===== config.mk =====
export PLATFORM = sky130hd
export DESIGN_NAME = assembly_source_lexer
export DESIGN_NICKNAME = d
export VERILOG_FILES = /design/src/design/asl_pkg.sv /design/src/design/asl_fifo.sv /design/src/design/asl_front.sv /design/src/design/asl_back.sv /design/src/design/assembly_source_lexer.sv
export VERILOG_INCLUDE_DIRS = /design/src /design/src/design
export SDC_FILE = /design/constraint.sdc
export NUM_CORES = 2
export LEC_CHECK = 0
export ABC_AREA = 1
export BUFFER_PORTS_ARGS = -buffer_cell sky130_fd_sc_hd__buf_2
export CORE_ASPECT_RATIO = 1.1
export CORE_MARGIN = 2
export CORE_UTILIZATION = 57
export CTS_CLUSTER_DIAMETER = 80
export DETAILED_ROUTE_END_ITERATION = 10
export PLACE_DENSITY = 0.83
export SETUP_SLACK_MARGIN = 0.1
export SYNTH_ARGS = -nofsm -noshare
export SYNTH_HDL_FRONTEND = slang
export SYNTH_SLANG_ARGS = --single-unit

===== constraint.sdc =====
create_clock -name clk -period 4.5 [get_ports clk]
set_clock_uncertainty 0.05 [all_clocks]
set_input_delay 0.675 -clock clk [delete_from_list [all_inputs] [get_ports clk]]
set_output_delay 0.675 -clock clk [all_outputs]
set_load 0.01 [all_outputs]

===== src/design/assembly_source_lexer_defines.svh =====
// assertion macros shared by the lexer rtl
// expects clk and arst_n in the scope of every use
`ifndef ASSEMBLY_SOURCE_LEXER_DEFINES_SVH
`define ASSEMBLY_SOURCE_LEXER_DEFINES_SVH

// condition holds at every edge out of reset
`define ASL_ASSERT_ALWAYS(name, cond, msg) \
	name: assert property (@(posedge clk) disable iff (!arst_n) (cond)) \
		else $error(msg);

// same-cycle implication
`define ASL_ASSERT_IMPL(name, ante, cons, msg) \
	name: assert property (@(posedge clk) disable iff (!arst_n) (ante) |-> (cons)) \
		else $error(msg);

// next-cycle implication
`define ASL_ASSERT_NEXT(name, ante, cons, msg) \
	name: assert property (@(posedge clk) disable iff (!arst_n) (ante) |=> (cons)) \
		else $error(msg);

`endif


===== src/design/asl_pkg.sv =====
// types, codes and sizing constants of the assembly source lexer
// no dependencies
`default_nettype none

package asl_pkg;

	localparam int LINE_BITS_DEF = 20;
	localparam int COLUMN_BITS_DEF = 16;
	localparam int LENGTH_BITS_DEF = 16;

	// queue depths, powers of two
	localparam int ITEM_DEPTH = 2;
	localparam int RES_DEPTH = 4;

	typedef logic [19:0] line_t;
	typedef logic [15:0] col_t;
	typedef logic [15:0] len_t;

	typedef enum logic [2:0] {
		TK_NUMBER,
		TK_MNEMONIC,
		TK_LABEL,
		TK_DIRECTIVE,
		TK_STRING,
		TK_EOL,
		TK_END,
		TK_ERROR
	} kind_t;

	typedef enum logic [1:0] {
		ERR_NONE,
		ERR_UNEXPECTED,
		ERR_UNTERMINATED
	} err_t;

	typedef enum logic [3:0] {
		M_FRESH,
		M_IDLE,
		M_COMMENT,
		M_MINUS,
		M_DEC,
		M_HEX,
		M_IDENT,
		M_STR,
		M_STR_ESC,
		M_ERROR
	} mode_t;

	typedef struct packed {
		logic       op;
		logic [7:0] ch;
	} in_t;

	typedef struct packed {
		kind_t       token_kind;
		logic [63:0] number_value;
		line_t       start_line;
		col_t        start_column;
		len_t        text_length;
		err_t        error_code;
		logic        last_of_run;
	} out_t;

	// byte classes worked out by the front end
	typedef struct packed {
		logic       op;
		logic       ws;
		logic       nl;
		logic       semi;
		logic       minus;
		logic       digit;
		logic       id_start;
		logic       id_char;
		logic       dot;
		logic       quote;
		logic       colon;
		logic       bslash;
		logic       xch;
		logic       hex_ok;
		logic [3:0] hex_val;
	} cls_t;

endpackage

`default_nettype wire


===== src/design/asl_fifo.sv =====
// small flop queue taking zero, one or two entries per cycle, one out
// depends on the assertion macros; DEPTH must be a power of two
`default_nettype none
`include "assembly_source_lexer_defines.svh"

module asl_fifo #(
	parameter int WIDTH = 8,
	parameter int DEPTH = 4
) (
	input  wire logic                           clk,
	input  wire logic                           arst_n,
	input  wire logic [1:0]                     push_n,
	input  wire logic [WIDTH-1:0]               wdata0,
	input  wire logic [WIDTH-1:0]               wdata1,
	input  wire logic                           pop,
	output logic      [WIDTH-1:0]               rdata,
	output logic      [$clog2(DEPTH+1)-1:0]     level
);

	localparam int AW = (DEPTH > 1) ? $clog2(DEPTH) : 1;
	localparam int CW = $clog2(DEPTH+1);

	logic [WIDTH-1:0] mem_q [DEPTH];
	logic [AW-1:0]    wp_q;
	logic [AW-1:0]    rp_q;
	logic [AW-1:0]    wp1;
	logic [CW-1:0]    level_q;

	assign wp1 = wp_q + AW'(1);
	assign rdata = mem_q[rp_q];
	assign level = level_q;

	always_ff @(posedge clk) begin
		if (push_n != 2'd0) begin
			mem_q[wp_q] <= wdata0;
		end
		if (push_n == 2'd2) begin
			mem_q[wp1] <= wdata1;
		end
	end

	always_ff @(posedge clk or negedge arst_n) begin
		if (!arst_n) begin
			wp_q <= '0;
			rp_q <= '0;
			level_q <= '0;
		end else begin
			wp_q <= wp_q + AW'(push_n);
			rp_q <= rp_q + AW'(pop);
			level_q <= level_q + CW'(push_n) - CW'(pop);
		end
	end

	`ASL_ASSERT_ALWAYS(a_level_bound, level_q <= CW'(DEPTH), "queue level beyond depth")
	`ASL_ASSERT_IMPL(a_pop_nonempty, pop, level_q != '0, "pop from empty queue")

endmodule

`default_nettype wire


===== src/design/asl_front.sv =====
// front end: input register and byte classification
// depends on asl_pkg
`default_nettype none

module asl_front (
	input  wire logic         clk,
	input  wire logic         arst_n,
	input  wire logic         src_valid,
	output logic              src_ready,
	input  wire asl_pkg::in_t src_item,
	input  wire logic         q_room,
	output logic              push,
	output asl_pkg::cls_t     cls
);

	localparam logic [7:0] CH_TAB = 8'h09;
	localparam logic [7:0] CH_NL = 8'h0A;
	localparam logic [7:0] CH_VT = 8'h0B;
	localparam logic [7:0] CH_FF = 8'h0C;
	localparam logic [7:0] CH_CR = 8'h0D;
	localparam logic [7:0] CH_SPACE = 8'h20;
	localparam logic [7:0] CH_QUOTE = 8'h22;
	localparam logic [7:0] CH_MINUS = 8'h2D;
	localparam logic [7:0] CH_DOT = 8'h2E;
	localparam logic [7:0] CH_COLON = 8'h3A;
	localparam logic [7:0] CH_SEMI = 8'h3B;
	localparam logic [7:0] CH_BSLASH = 8'h5C;
	localparam logic [7:0] CH_UNDER = 8'h5F;
	localparam logic [7:0] CH_X_UP = 8'h58;
	localparam logic [7:0] CH_X_LO = 8'h78;

	logic          valid_s1;
	asl_pkg::cls_t cls_s1;
	asl_pkg::cls_t cls_new;
	logic [7:0]    c;
	logic          digit;
	logic          alpha;
	logic          hex_letter;
	logic          accept;

	assign c = src_item.ch;
	assign digit = (c >= 8'h30) && (c <= 8'h39);
	assign alpha = ((c >= 8'h61) && (c <= 8'h7A)) || ((c >= 8'h41) && (c <= 8'h5A));
	assign hex_letter = ((c >= 8'h61) && (c <= 8'h66)) || ((c >= 8'h41) && (c <= 8'h46));

	always_comb begin
		cls_new.op = src_item.op;
		cls_new.ws = (c == CH_SPACE) || (c == CH_TAB) || (c == CH_VT) ||
			(c == CH_FF) || (c == CH_CR);
		cls_new.nl = (c == CH_NL);
		cls_new.semi = (c == CH_SEMI);
		cls_new.minus = (c == CH_MINUS);
		cls_new.digit = digit;
		cls_new.id_start = alpha || (c == CH_UNDER) || (c == CH_DOT);
		cls_new.id_char = alpha || digit || (c == CH_UNDER) || (c == CH_DOT);
		cls_new.dot = (c == CH_DOT);
		cls_new.quote = (c == CH_QUOTE);
		cls_new.colon = (c == CH_COLON);
		cls_new.bslash = (c == CH_BSLASH);
		cls_new.xch = (c == CH_X_LO) || (c == CH_X_UP);
		cls_new.hex_ok = digit || hex_letter;
		cls_new.hex_val = digit ? c[3:0] : (c[3:0] + 4'd9);
	end

	assign push = valid_s1 && q_room;
	assign src_ready = !valid_s1 || q_room;
	assign accept = src_valid && src_ready;
	assign cls = cls_s1;

	always_ff @(posedge clk or negedge arst_n) begin
		if (!arst_n) begin
			valid_s1 <= 1'b0;
		end else if (accept) begin
			valid_s1 <= 1'b1;
		end else if (push) begin
			valid_s1 <= 1'b0;
		end
	end

	always_ff @(posedge clk) begin
		if (accept) begin
			cls_s1 <= cls_new;
		end
	end

endmodule

`default_nettype wire


===== src/design/asl_back.sv =====
// back end: lexer state and token generation, up to two tokens per item
// depends on asl_pkg and the assertion macros
`default_nettype none
`include "assembly_source_lexer_defines.svh"

module asl_back #(
	parameter int LINE_BITS = asl_pkg::LINE_BITS_DEF,
	parameter int COLUMN_BITS = asl_pkg::COLUMN_BITS_DEF,
	parameter int LENGTH_BITS = asl_pkg::LENGTH_BITS_DEF
) (
	input  wire logic          clk,
	input  wire logic          arst_n,
	input  wire logic          item_valid,
	input  wire logic          room,
	input  wire asl_pkg::cls_t item,
	output logic               take,
	output logic [1:0]         res_n,
	output asl_pkg::out_t      res0,
	output asl_pkg::out_t      res1
);

	localparam logic [LINE_BITS-1:0] LINE_ONE = LINE_BITS'(1);
	localparam logic [COLUMN_BITS-1:0] COL_ONE = COLUMN_BITS'(1);
	localparam logic [LENGTH_BITS-1:0] LEN_ONE = LENGTH_BITS'(1);

	asl_pkg::mode_t mode_q, mode_d;
	logic [63:0] acc_q, acc_d;
	logic neg_q, neg_d;
	logic zero_q, zero_d;
	logic dot_q, dot_d;
	logic [LINE_BITS-1:0] tline_q, tline_d, cline_q, cline_d;
	logic [COLUMN_BITS-1:0] tcol_q, tcol_d, ccol_q, ccol_d;
	logic [LENGTH_BITS-1:0] tlen_q, tlen_d;

	logic [LINE_BITS-1:0] line_adv;
	logic [COLUMN_BITS-1:0] col_adv;
	logic [LENGTH_BITS-1:0] tlen_inc;
	logic [63:0] acc_x10;
	logic [63:0] num_val;
	logic is_zero;
	logic in_error;
	logic at_fresh;

	logic ea, eb, rest, adv;
	asl_pkg::out_t tok_a, tok_b;
	asl_pkg::out_t tok_num, tok_ident, tok_end;

	function automatic asl_pkg::out_t mk_tok(asl_pkg::kind_t k, logic [63:0] v,
		asl_pkg::line_t l, asl_pkg::col_t c, asl_pkg::len_t n, asl_pkg::err_t e);
		asl_pkg::out_t t;
		t.token_kind = k;
		t.number_value = v;
		t.start_line = l;
		t.start_column = c;
		t.text_length = n;
		t.error_code = e;
		t.last_of_run = 1'b0;
		return t;
	endfunction

	assign take = item_valid && room;

	// saturating position and length counters
	assign line_adv = item.nl ? (cline_q + {{(LINE_BITS-1){1'b0}}, ~&cline_q}) : cline_q;
	assign col_adv = item.nl ? COL_ONE : (ccol_q + {{(COLUMN_BITS-1){1'b0}}, ~&ccol_q});
	assign tlen_inc = tlen_q + {{(LENGTH_BITS-1){1'b0}}, ~&tlen_q};

	assign acc_x10 = {acc_q[60:0], 3'b000} + {acc_q[62:0], 1'b0} + {60'd0, item.hex_val};
	assign num_val = neg_q ? (~acc_q + 64'd1) : acc_q;
	assign is_zero = (item.hex_val == 4'd0);

	always_comb begin
		tok_num = mk_tok(asl_pkg::TK_NUMBER, num_val, asl_pkg::line_t'(tline_q),
			asl_pkg::col_t'(tcol_q), asl_pkg::len_t'(tlen_q), asl_pkg::ERR_NONE);
		tok_ident = mk_tok(dot_q ? asl_pkg::TK_DIRECTIVE : asl_pkg::TK_MNEMONIC, 64'd0,
			asl_pkg::line_t'(tline_q), asl_pkg::col_t'(tcol_q),
			asl_pkg::len_t'(tlen_q), asl_pkg::ERR_NONE);
		tok_end = mk_tok(asl_pkg::TK_END, 64'd0, asl_pkg::line_t'(cline_q),
			asl_pkg::col_t'(ccol_q), asl_pkg::len_t'(0), asl_pkg::ERR_NONE);
	end

	always_comb begin
		mode_d = mode_q;
		acc_d = acc_q;
		neg_d = neg_q;
		zero_d = zero_q;
		dot_d = dot_q;
		tline_d = tline_q;
		tcol_d = tcol_q;
		tlen_d = tlen_q;
		cline_d = cline_q;
		ccol_d = ccol_q;
		ea = 1'b0;
		eb = 1'b0;
		tok_a = '0;
		tok_b = '0;
		rest = 1'b0;
		adv = 1'b0;

		if (item.op) begin
			// end of source: flush a pending token, then start over
			case (mode_q)
				asl_pkg::M_IDLE, asl_pkg::M_COMMENT: begin
					ea = 1'b1;
					tok_a = tok_end;
				end
				asl_pkg::M_MINUS: begin
					ea = 1'b1;
					tok_a = mk_tok(asl_pkg::TK_ERROR, 64'd0, asl_pkg::line_t'(tline_q),
						asl_pkg::col_t'(tcol_q), asl_pkg::len_t'(0), asl_pkg::ERR_UNEXPECTED);
				end
				asl_pkg::M_DEC, asl_pkg::M_HEX: begin
					ea = 1'b1;
					tok_a = tok_num;
					eb = 1'b1;
					tok_b = tok_end;
				end
				asl_pkg::M_IDENT: begin
					ea = 1'b1;
					tok_a = tok_ident;
					eb = 1'b1;
					tok_b = tok_end;
				end
				asl_pkg::M_STR, asl_pkg::M_STR_ESC: begin
					ea = 1'b1;
					tok_a = mk_tok(asl_pkg::TK_ERROR, 64'd0, asl_pkg::line_t'(cline_q),
						asl_pkg::col_t'(ccol_q), asl_pkg::len_t'(0), asl_pkg::ERR_UNTERMINATED);
				end
				default: begin
					ea = 1'b0;
				end
			endcase
			mode_d = asl_pkg::M_FRESH;
			acc_d = '0;
			neg_d = 1'b0;
			zero_d = 1'b0;
			dot_d = 1'b0;
			tline_d = LINE_ONE;
			tcol_d = COL_ONE;
			tlen_d = '0;
			cline_d = LINE_ONE;
			ccol_d = COL_ONE;
		end else begin
			case (mode_q)
				asl_pkg::M_ERROR: begin
					rest = 1'b0;
				end
				asl_pkg::M_COMMENT: begin
					if (!item.nl) begin
						adv = 1'b1;
					end else begin
						rest = 1'b1;
					end
				end
				asl_pkg::M_MINUS: begin
					if (item.digit) begin
						acc_d = {60'd0, item.hex_val};
						zero_d = is_zero;
						tlen_d = tlen_inc;
						adv = 1'b1;
						mode_d = asl_pkg::M_DEC;
					end else begin
						ea = 1'b1;
						tok_a = mk_tok(asl_pkg::TK_ERROR, 64'd0, asl_pkg::line_t'(tline_q),
							asl_pkg::col_t'(tcol_q), asl_pkg::len_t'(0), asl_pkg::ERR_UNEXPECTED);
						mode_d = asl_pkg::M_ERROR;
					end
				end
				asl_pkg::M_DEC: begin
					if (item.digit) begin
						acc_d = acc_x10;
						zero_d = 1'b0;
						tlen_d = tlen_inc;
						adv = 1'b1;
					end else if (item.xch && zero_q) begin
						zero_d = 1'b0;
						acc_d = '0;
						mode_d = asl_pkg::M_HEX;
						tlen_d = tlen_inc;
						adv = 1'b1;
					end else begin
						ea = 1'b1;
						tok_a = tok_num;
						rest = 1'b1;
					end
				end
				asl_pkg::M_HEX: begin
					if (item.hex_ok) begin
						acc_d = {acc_q[59:0], item.hex_val};
						tlen_d = tlen_inc;
						adv = 1'b1;
					end else begin
						ea = 1'b1;
						tok_a = tok_num;
						rest = 1'b1;
					end
				end
				asl_pkg::M_IDENT: begin
					if (item.id_char) begin
						tlen_d = tlen_inc;
						adv = 1'b1;
					end else if (item.colon) begin
						ea = 1'b1;
						tok_a = tok_ident;
						tok_a.token_kind = asl_pkg::TK_LABEL;
						adv = 1'b1;
						mode_d = asl_pkg::M_IDLE;
					end else begin
						ea = 1'b1;
						tok_a = tok_ident;
						rest = 1'b1;
					end
				end
				asl_pkg::M_STR: begin
					if (item.nl) begin
						ea = 1'b1;
						tok_a = mk_tok(asl_pkg::TK_ERROR, 64'd0, asl_pkg::line_t'(cline_q),
							asl_pkg::col_t'(ccol_q), asl_pkg::len_t'(0), asl_pkg::ERR_UNTERMINATED);
						mode_d = asl_pkg::M_ERROR;
					end else begin
						tlen_d = tlen_inc;
						adv = 1'b1;
						if (item.bslash) begin
							mode_d = asl_pkg::M_STR_ESC;
						end else if (item.quote) begin
							ea = 1'b1;
							tok_a = mk_tok(asl_pkg::TK_STRING, 64'd0,
								asl_pkg::line_t'(tline_q), asl_pkg::col_t'(tcol_q),
								asl_pkg::len_t'(tlen_inc), asl_pkg::ERR_NONE);
							mode_d = asl_pkg::M_IDLE;
						end
					end
				end
				asl_pkg::M_STR_ESC: begin
					tlen_d = tlen_inc;
					adv = 1'b1;
					mode_d = asl_pkg::M_STR;
				end
				default: begin
					rest = 1'b1;
				end
			endcase

			// the byte that ended a token is lexed from scratch
			if (rest) begin
				mode_d = asl_pkg::M_IDLE;
				if (item.ws) begin
					adv = 1'b1;
				end else if (item.nl) begin
					eb = 1'b1;
					tok_b = mk_tok(asl_pkg::TK_EOL, 64'd0, asl_pkg::line_t'(cline_q),
						asl_pkg::col_t'(ccol_q), asl_pkg::len_t'(1), asl_pkg::ERR_NONE);
					adv = 1'b1;
				end else if (item.semi) begin
					mode_d = asl_pkg::M_COMMENT;
					adv = 1'b1;
				end else if (item.minus) begin
					tline_d = cline_q;
					tcol_d = ccol_q;
					tlen_d = LEN_ONE;
					neg_d = 1'b1;
					mode_d = asl_pkg::M_MINUS;
					adv = 1'b1;
				end else if (item.digit) begin
					tline_d = cline_q;
					tcol_d = ccol_q;
					tlen_d = LEN_ONE;
					neg_d = 1'b0;
					acc_d = {60'd0, item.hex_val};
					zero_d = is_zero;
					mode_d = asl_pkg::M_DEC;
					adv = 1'b1;
				end else if (item.id_start) begin
					tline_d = cline_q;
					tcol_d = ccol_q;
					tlen_d = LEN_ONE;
					dot_d = item.dot;
					mode_d = asl_pkg::M_IDENT;
					adv = 1'b1;
				end else if (item.quote) begin
					tline_d = cline_q;
					tcol_d = ccol_q;
					tlen_d = LEN_ONE;
					mode_d = asl_pkg::M_STR;
					adv = 1'b1;
				end else begin
					eb = 1'b1;
					tok_b = mk_tok(asl_pkg::TK_ERROR, 64'd0, asl_pkg::line_t'(cline_q),
						asl_pkg::col_t'(ccol_q), asl_pkg::len_t'(0), asl_pkg::ERR_UNEXPECTED);
					mode_d = asl_pkg::M_ERROR;
				end
			end

			if (adv) begin
				cline_d = line_adv;
				ccol_d = col_adv;
			end
		end
	end

	always_comb begin
		res0 = ea ? tok_a : tok_b;
		res0.last_of_run = !(ea && eb);
		res1 = tok_b;
		res1.last_of_run = 1'b1;
		res_n = take ? {ea && eb, ea ^ eb} : 2'd0;
	end

	always_ff @(posedge clk or negedge arst_n) begin
		if (!arst_n) begin
			mode_q <= asl_pkg::M_FRESH;
			acc_q <= '0;
			neg_q <= 1'b0;
			zero_q <= 1'b0;
			dot_q <= 1'b0;
			tline_q <= LINE_ONE;
			tcol_q <= COL_ONE;
			tlen_q <= '0;
			cline_q <= LINE_ONE;
			ccol_q <= COL_ONE;
		end else if (take) begin
			mode_q <= mode_d;
			acc_q <= acc_d;
			neg_q <= neg_d;
			zero_q <= zero_d;
			dot_q <= dot_d;
			tline_q <= tline_d;
			tcol_q <= tcol_d;
			tlen_q <= tlen_d;
			cline_q <= cline_d;
			ccol_q <= ccol_d;
		end
	end

	assign in_error = (mode_q == asl_pkg::M_ERROR);
	assign at_fresh = (mode_q == asl_pkg::M_FRESH);

	`ASL_ASSERT_NEXT(a_end_restarts, take && item.op, at_fresh, "end of source left lexer state")
	`ASL_ASSERT_IMPL(a_error_silent, take && !item.op && in_error, res_n == '0, "token after error")
	`ASL_ASSERT_ALWAYS(a_position_nonzero, (cline_q != '0) && (ccol_q != '0), "line or column at zero")

endmodule

`default_nettype wire


===== src/design/assembly_source_lexer.sv =====
// assembly source lexer top level: front end, item queue, back end, token queue
// depends on asl_pkg, asl_front, asl_fifo and asl_back
//
// Usage:
//   src channel (src_valid/src_ready/src_item): one item per source byte,
//   op = 0 with the byte in ch, or op = 1 to mark end of source.
//   tok channel (tok_valid/tok_ready/tok_item): zero, one or two tokens per
//   item; last_of_run marks the final token an item produced.
//   A token passes through the input register, then the item queue, then the
//   token queue before it is offered.
//   Throughput: one item per cycle while tokens are drained; an item that
//   makes two tokens slows the token side, since the token queue hands out
//   one token per cycle.
//   The lexer stage takes an item only with two free token queue slots.
//   When the receiver stalls, the four-entry token queue fills, then the
//   two-entry item queue and the input register, and src_ready drops.
//   Reset empties both queues and puts the lexer at line 1, column 1,
//   with no source seen. Every end of source returns it to that state.
`default_nettype none

module assembly_source_lexer #(
	parameter int LINE_BITS = asl_pkg::LINE_BITS_DEF,
	parameter int COLUMN_BITS = asl_pkg::COLUMN_BITS_DEF,
	parameter int LENGTH_BITS = asl_pkg::LENGTH_BITS_DEF
) (
	input  wire logic         clk,
	input  wire logic         arst_n,
	input  wire logic         src_valid,
	output logic              src_ready,
	input  wire asl_pkg::in_t src_item,
	output logic              tok_valid,
	input  wire logic         tok_ready,
	output asl_pkg::out_t     tok_item
);

	localparam int CLS_W = $bits(asl_pkg::cls_t);
	localparam int OUT_W = $bits(asl_pkg::out_t);
	localparam int ITEM_CW = $clog2(asl_pkg::ITEM_DEPTH + 1);
	localparam int RES_CW = $clog2(asl_pkg::RES_DEPTH + 1);

	logic                 push;
	asl_pkg::cls_t        cls_s1;
	logic [ITEM_CW-1:0]   item_level;
	logic [CLS_W-1:0]     item_rdata;
	logic                 item_room;
	asl_pkg::cls_t        item_head;
	logic                 take;
	logic [1:0]           res_n;
	asl_pkg::out_t        res0;
	asl_pkg::out_t        res1;
	logic [RES_CW-1:0]    res_level;
	logic [OUT_W-1:0]     res_rdata;
	logic                 res_room;
	logic                 tok_pop;

	assign item_room = item_level != ITEM_CW'(asl_pkg::ITEM_DEPTH);
	assign item_head = asl_pkg::cls_t'(item_rdata);
	assign res_room = res_level <= RES_CW'(asl_pkg::RES_DEPTH - 2);
	assign tok_valid = res_level != '0;
	assign tok_pop = tok_valid && tok_ready;
	assign tok_item = asl_pkg::out_t'(res_rdata);

	asl_front u_front (
		.clk       (clk),
		.arst_n    (arst_n),
		.src_valid (src_valid),
		.src_ready (src_ready),
		.src_item  (src_item),
		.q_room    (item_room),
		.push      (push),
		.cls       (cls_s1)
	);

	asl_fifo #(
		.WIDTH (CLS_W),
		.DEPTH (asl_pkg::ITEM_DEPTH)
	) u_item_q (
		.clk    (clk),
		.arst_n (arst_n),
		.push_n ({1'b0, push}),
		.wdata0 (cls_s1),
		.wdata1 (cls_s1),
		.pop    (take),
		.rdata  (item_rdata),
		.level  (item_level)
	);

	asl_back #(
		.LINE_BITS   (LINE_BITS),
		.COLUMN_BITS (COLUMN_BITS),
		.LENGTH_BITS (LENGTH_BITS)
	) u_back (
		.clk        (clk),
		.arst_n     (arst_n),
		.item_valid (item_level != '0),
		.room       (res_room),
		.item       (item_head),
		.take       (take),
		.res_n      (res_n),
		.res0       (res0),
		.res1       (res1)
	);

	asl_fifo #(
		.WIDTH (OUT_W),
		.DEPTH (asl_pkg::RES_DEPTH)
	) u_tok_q (
		.clk    (clk),
		.arst_n (arst_n),
		.push_n (res_n),
		.wdata0 (res0),
		.wdata1 (res1),
		.pop    (tok_pop),
		.rdata  (res_rdata),
		.level  (res_level)
	);

endmodule

`default_nettype wire


=== Yosys cells after proc, flatten, opt, wreduce, memory -nomap -nowiden ===
Memories as Yosys holds them, arrays and structs flattened.
Cells that the tools add are included.

* Mux-type cells: 174
* Order comparisons: 9
* Add/subtract/negate cells: 16
* Reductions and logical operators: 58
* Bitwise gates (word level): 2
* Equal/unequal tests: 36

{| class="wikitable"
|+ Operators by type and width
! cell !! count
|-
| 122-bit 2-to-1 mux || 19
|-
| 122-bit case mux with 5 select lines || 2
|-
| 64-bit 2-to-1 mux || 12
|-
| 16-bit 2-to-1 mux || 27
|-
| 20-bit 2-to-1 mux || 12
|-
| 119-bit 2-to-1 mux || 2
|-
| 64-bit case mux with 3 select lines || 1
|-
| 16-bit case mux with 6 select lines || 1
|-
| 1-bit 2-to-1 mux || 73
|-
| 4-bit 2-to-1 mux || 18
|-
| 64-bit by 1-bit adder with 64-bit output (second input constant) || 1
|-
| 64-bit by 4-bit adder with 64-bit output || 1
|-
| 64-bit adder || 1
|-
| 64-bit NOT || 1
|-
| 8-bit by 6-bit == test with 1-bit output (second input constant) || 6
|-
| 8-bit by 4-bit == test with 1-bit output (second input constant) || 5
|-
| 16-bit by 1-bit adder with 16-bit output || 2
|-
| 8-bit by 7-bit == test with 1-bit output (second input constant) || 4
|-
| 8-bit by 7-bit <= comparator with 1-bit output (second input constant) || 4
|-
| 16-bit AND reduction || 2
|-
| 20-bit by 1-bit adder with 20-bit output || 1
|-
| 4-bit case mux with 5 select lines || 1
|-
| 20-bit AND reduction || 1
|-
| 4-bit by 3-bit == test with 1-bit output (second input constant) || 4
|-
| 43 further kinds || 94
|}

* Output and inout bits: 124
* RAM bits: 524
* Memories: 2
* Register bits after elaboration: 189

{| class="wikitable"
|+ Memory list
! memory !! depth !! bits a word !! rd ports !! clocked after Yosys merged registers in !! write ports !! line !! RTL
|-
| u_tok_q.mem_q || 4 || 122 || 1 || 0 || 2 || asl_fifo.sv:23 || <nowiki>logic [WIDTH-1:0] mem_q [DEPTH];</nowiki>
|-
| u_item_q.mem_q || 2 || 18 || 1 || 0 || 1 || asl_fifo.sv:23 ||
|}

=== Logic depth before layout (Yosys ltp) ===
An unclocked memory read counts as a cell.

* Depth in word-level cells: 16
* Gate-level depth with buffers: 27
* Gate-level depth less buffers: 24

=== Hierarchy ===
Synthesis repeated with hierarchy kept, for this count alone.

* Cell total of the unflattened synthesis: 7344
* Area, all modules: 51297.9 µm²

{| class="wikitable"
|+ Modules (own cells, without submodules)
! module !! area each (µm²) !! times used !! cells each
|-
| asl_fifo (u_tok_q) || 27353.7 || 1 || 3458
|-
| asl_back || 20566.0 || 1 || 3510
|-
| asl_fifo (u_item_q) || 2163.3 || 1 || 227
|-
| asl_front || 1166.1 || 1 || 139
|-
| assembly_source_lexer || 48.8 || 1 || 10
|}

=== Worst setup path after synthesis ===
OpenSTA, ideal clock, no wires.

* Path kind: register -> register
* Start point: register u_item_q.rp_q
* End point: memory u_tok_q.mem_q[3][77] in the netlist's numbering
* Required time: 4.322 ns
* Data arrival time: 4.266 ns
* Setup slack: 0.055 ns
* Clock period less this slack: 4.445 ns
* Stages on the path, launching flop included: 26
* Path buffers: 5
* Setup time: 0.128 ns
* Cell sequence: dfrtp_1 > buf_6 > nand2_1 > o21ai_2 > nor2_4 > nor2_2 > a21oi_2 > nand2_1 > nor2_2 > nor2_2 > nand2_2 > nand2_2 > buf_6 > buf_12 > ha_1 > inv_1 > nor2_1 > nor2_1 > nor3_1 > inv_2 > buf_2 > nand2_1 > inv_2 > clkbuf_1 > nand2_1 > o21ai_0

{| class="wikitable"
|+ RTL lines
! what !! line !! RTL
|-
| start: declaration || asl_fifo.sv:25 || <nowiki>logic [AW-1:0] rp_q;</nowiki>
|-
| start signal: assignment || asl_fifo.sv:49 || <nowiki>rp_q <= rp_q + AW'(pop);</nowiki>
|-
| end: declaration || asl_fifo.sv:23 ||
|}

==> flow_metrics.env <==
export IMPL_max_vdd_ir_drop_uv=657
export IMPL_hold_violations=0
export IMPL_cp_max_fo=66
export IMPL_grt_use_total_pct=34.9
export IMPL_register_area_um2=17300
export IMPL_initial_core_util_pct=57.4
export IMPL_netlist_area_um2=43500
export IMPL_viasPerCell=6.09
export IMPL_die_h_um=294
export IMPL_fmax_ghz=0.242
export IMPL_drtPass1Iterations=8
export IMPL_ys_async_sr_fraction_pct=24.0
export IMPL_clk_insertion_delay_late_ps=630
export IMPL_p_leak_nw=21.0
export IMPL_drt_total_wl_um=140000
export IMPL_clock_root_buffer="clkbuf_16"
export IMPL_ys_seq_area_share_pct=39.8
export IMPL_holdWs_ps=218
export IMPL_crit_path_end_kind="flip-flop"
export IMPL_synth_cells=6133
export IMPL_drive_gt1_share_pct=7.69
export IMPL_hold_path_startpoint="src_item[8]"
export IMPL_multiInputGateArea_um2=22600
export IMPL_clk_pin_slew_ps=60
export IMPL_path_class="reg2reg"
export IMPL_maxSlewHeadroom_pct=37.7
export IMPL_setup_viol_count_final=0
export IMPL_fp_coreArea_um2=75700
export IMPL_timing_final_crit_share_pct=91.8
export IMPL_routed_wl_met2_um=62000
export IMPL_synth_commonest_cells="nand2_1, o21ai_0, nor2_1"
export IMPL_drc=0
export IMPL_areaGrowthSynthToFinish_pct=8.59
export IMPL_place_congestion=0.996
export IMPL_grt_pass1_wl_um=219000
export IMPL_maxSlewViolCount=0
export IMPL_fin_nets=6254
export IMPL_synth_top_flop_cell="dfxtp_1"
export IMPL_ant_nets=0
export IMPL_rr_startpoint="u_item_q.rp_q"
export IMPL_fp_row_count=106
export IMPL_cp_start_kind="flip-flop"
export IMPL_vias=43700
export IMPL_num_io_pins=137
export IMPL_yosysTopAreaCellShare_pct=15.1
export IMPL_min_period_ps=4130
export IMPL_num_fill_cells=6711
export IMPL_die_w_um=267
export IMPL_grt_start_max_net_pins=183
export IMPL_yosys_top_cells_area="edfxtp_1, dfxtp_1, nand2_1"
export IMPL_synth_edf_count=218
export IMPL_diodes=0
export IMPL_fin_setup_tns_ps=0
export IMPL_status="complete, no violations"
export IMPL_cts_sinks=713
export IMPL_dieArea_um2=78500
export IMPL_wl_met3_um=17100
export IMPL_grt_pass1_vias=40500
export IMPL_startpoint="u_item_q.rp_q"
export IMPL_cts_tree="done"
export IMPL_ys_seq_elements=713
export IMPL_synth_top_area_cell="edfxtp_1"
export IMPL_post_cts_buffers=0
export IMPL_ys_warnings_count=0
export IMPL_htree_num_levels=3
export IMPL_cp_arrival_ps=4410
export IMPL_maxCapViolations=0
export IMPL_drt_iter0_drc=5819
export IMPL_antenna_found_initial=1
export IMPL_synth_most_common_cell="nand2_1"
export IMPL_syn_avg_cell_area_um2=7.09
export IMPL_clk_path_buf_depth=3
export IMPL_wl_met1_um=55200
export IMPL_rsz0062_at_grt="false"
export IMPL_wl_per_cell_um=19.5
export IMPL_pwr_density_cell_nw_per_um2=700
export IMPL_synth_cell_types=65
export IMPL_critical_path_required_ps=4780
export IMPL_hpwl_um=94500
export IMPL_cts_inserted_buffers=71
export IMPL_portBuffers=136
export IMPL_hp_class="in2reg"
export IMPL_highest_layer="met5"
export IMPL_tightest_slew_ps=929
export IMPL_synth_nets=6292
export IMPL_grt_overflow=0
==> where the power goes <==
part           internal, W  switching (W)  total (W)  leakage (nW)
registers          0.00842        0.00102    0.00945          7.00
clock network      0.00347        0.00266    0.00614          1.18
logic              0.00475         0.0127     0.0174          12.8
total               0.0166         0.0164     0.0330          21.0
==> metrics by stage <==
| stage | power, W | worst slack, ps | instance area, um2 | utilization (%) | std cells |
|---|---|---|---|---|---|
| floorplan | 0.0206 | 111 | 43500 | - | 6133 |
| global placement | 0.0260 | 446 | 44800 | 59.2 | 7047 |
| detailed placement | 0.0263 | 322 | 44800 | 59.2 | 7047 |
| CTS | 0.0324 | 285 | 47200 | 62.4 | 7177 |
| global route | 0.0346 | 143 | 47200 | 62.4 | 7177 |
| finish | 0.0330 | 367 | 47200 | 62.4 | 7177 |
==> critical path, cell delays in order (launching register included) <==
cell and delay (ps):
dfrtp_1 500, inv_4 200, nand2_1 90, nand2_2 180
nor2_2 60, buf_4 190, a21oi_2 160, buf_4 260
nand2_4 100, o32ai_4 170, inv_6 40, ha_1 300
inv_1 60, nor2_1 50, nor2_1 280, inv_1 130
nand2_2 130, buf_4 640, o22ai_1 200
==> worst paths after layout <==
kind	to	slack [ps]	depth (start not counted)
max in group asynchronous	u_tok_q.rp_q[0]	2940	3
worst min-delay path	u_front.cls[17]	220	1
min in group asynchronous	u_back.acc_q[15]	520	2
worst max-delay path	u_tok_q.mem_q[0][121]	370	18
worst min register to register	u_item_q.mem_q[0][0]	390	0
worst max register to register	u_tok_q.mem_q[0][121]	370	18
==> cell type report <==
type,count,share of cell area [%]
Multi-Input combinational cell,4519,47.9
Sequential cell,713,36.7
Inverter,571,4.58
Clock buffer,95,4.33
Timing Repair Buffer,219,3.07
Tap cell,1026,2.72
Clock inverter,34,0.737
==> sequential cells by signal (all words and copies together) (netlist names), 3 cells and up <==
| signal | count |
|---|---|
| u_back.tcol_q | 16 |
| u_tok_q.level | 3 |
| u_front.cls | 18 |
| u_back.ccol_q | 16 |
| u_item_q.mem_q | 36 |
| u_back.tline_q | 20 |
| u_back.mode_q | 4 |
| u_tok_q.mem_q | 488 |
| u_back.tlen_q | 16 |
| u_back.cline_q | 20 |
| u_back.acc_q | 64 |
==> what timing repair did <==
item / 4_1_cts / 5_1_grt
endpoints found under the hold margin: 42 / 0
hold buffers: 1 / 0
resized for setup: 0 / 3
endpoints found under the setup margin: 0 / 22
==> cell usage in the layout (no fill, tap or decap), types with 15 or more instances in the layout <==
cell type / instances
xnor2_1: 15
edfxtp_1: 218
ha_1: 143
clkinv_2: 15
o21ai_0: 721
o21ai_2: 19
nand3_1: 379
a21oi_1: 119
nand2_4: 27
buf_4: 71
inv_1: 539
dfxtp_1: 324
dfrtp_1: 165
nor3_1: 67
nand4_1: 54
clkbuf_16: 76
nor4_1: 20
xor2_1: 98
inv_2: 21
nor2_1: 555
o22ai_1: 247
nand2_2: 29
a22oi_1: 46
buf_2: 135
nor2_2: 16
o21ai_1: 118
nand2_1: 1710
o211ai_1: 29
==> layer usage <==
metal	GRT usage [%]	vias to the layer above
li1	-	20400
met1	47.2	20300
met2	54.1	2661
met3	6.92	429
met4	15.7	2
met5	0	-
==> kinds of logic (layout without fill, tap and decap cells) <==
logic type / Yosys count / after routing / synth area share, %
adder cells (fa/ha/maj): 146 / 146 / 4.25
XOR/XNOR: 113 / 113 / 2.28
buffers and inverters: 901 / 919 / 8.31
AO/OA/AOI/OAI: 1356 / 1356 / 17.4
flip-flops: 713 / 713 / 39.8
AND/OR/NAND/NOR: 2895 / 2895 / 27.7
multiplexers: 9 / 9 / 0.207
Power figures use the tool's default switching activity.
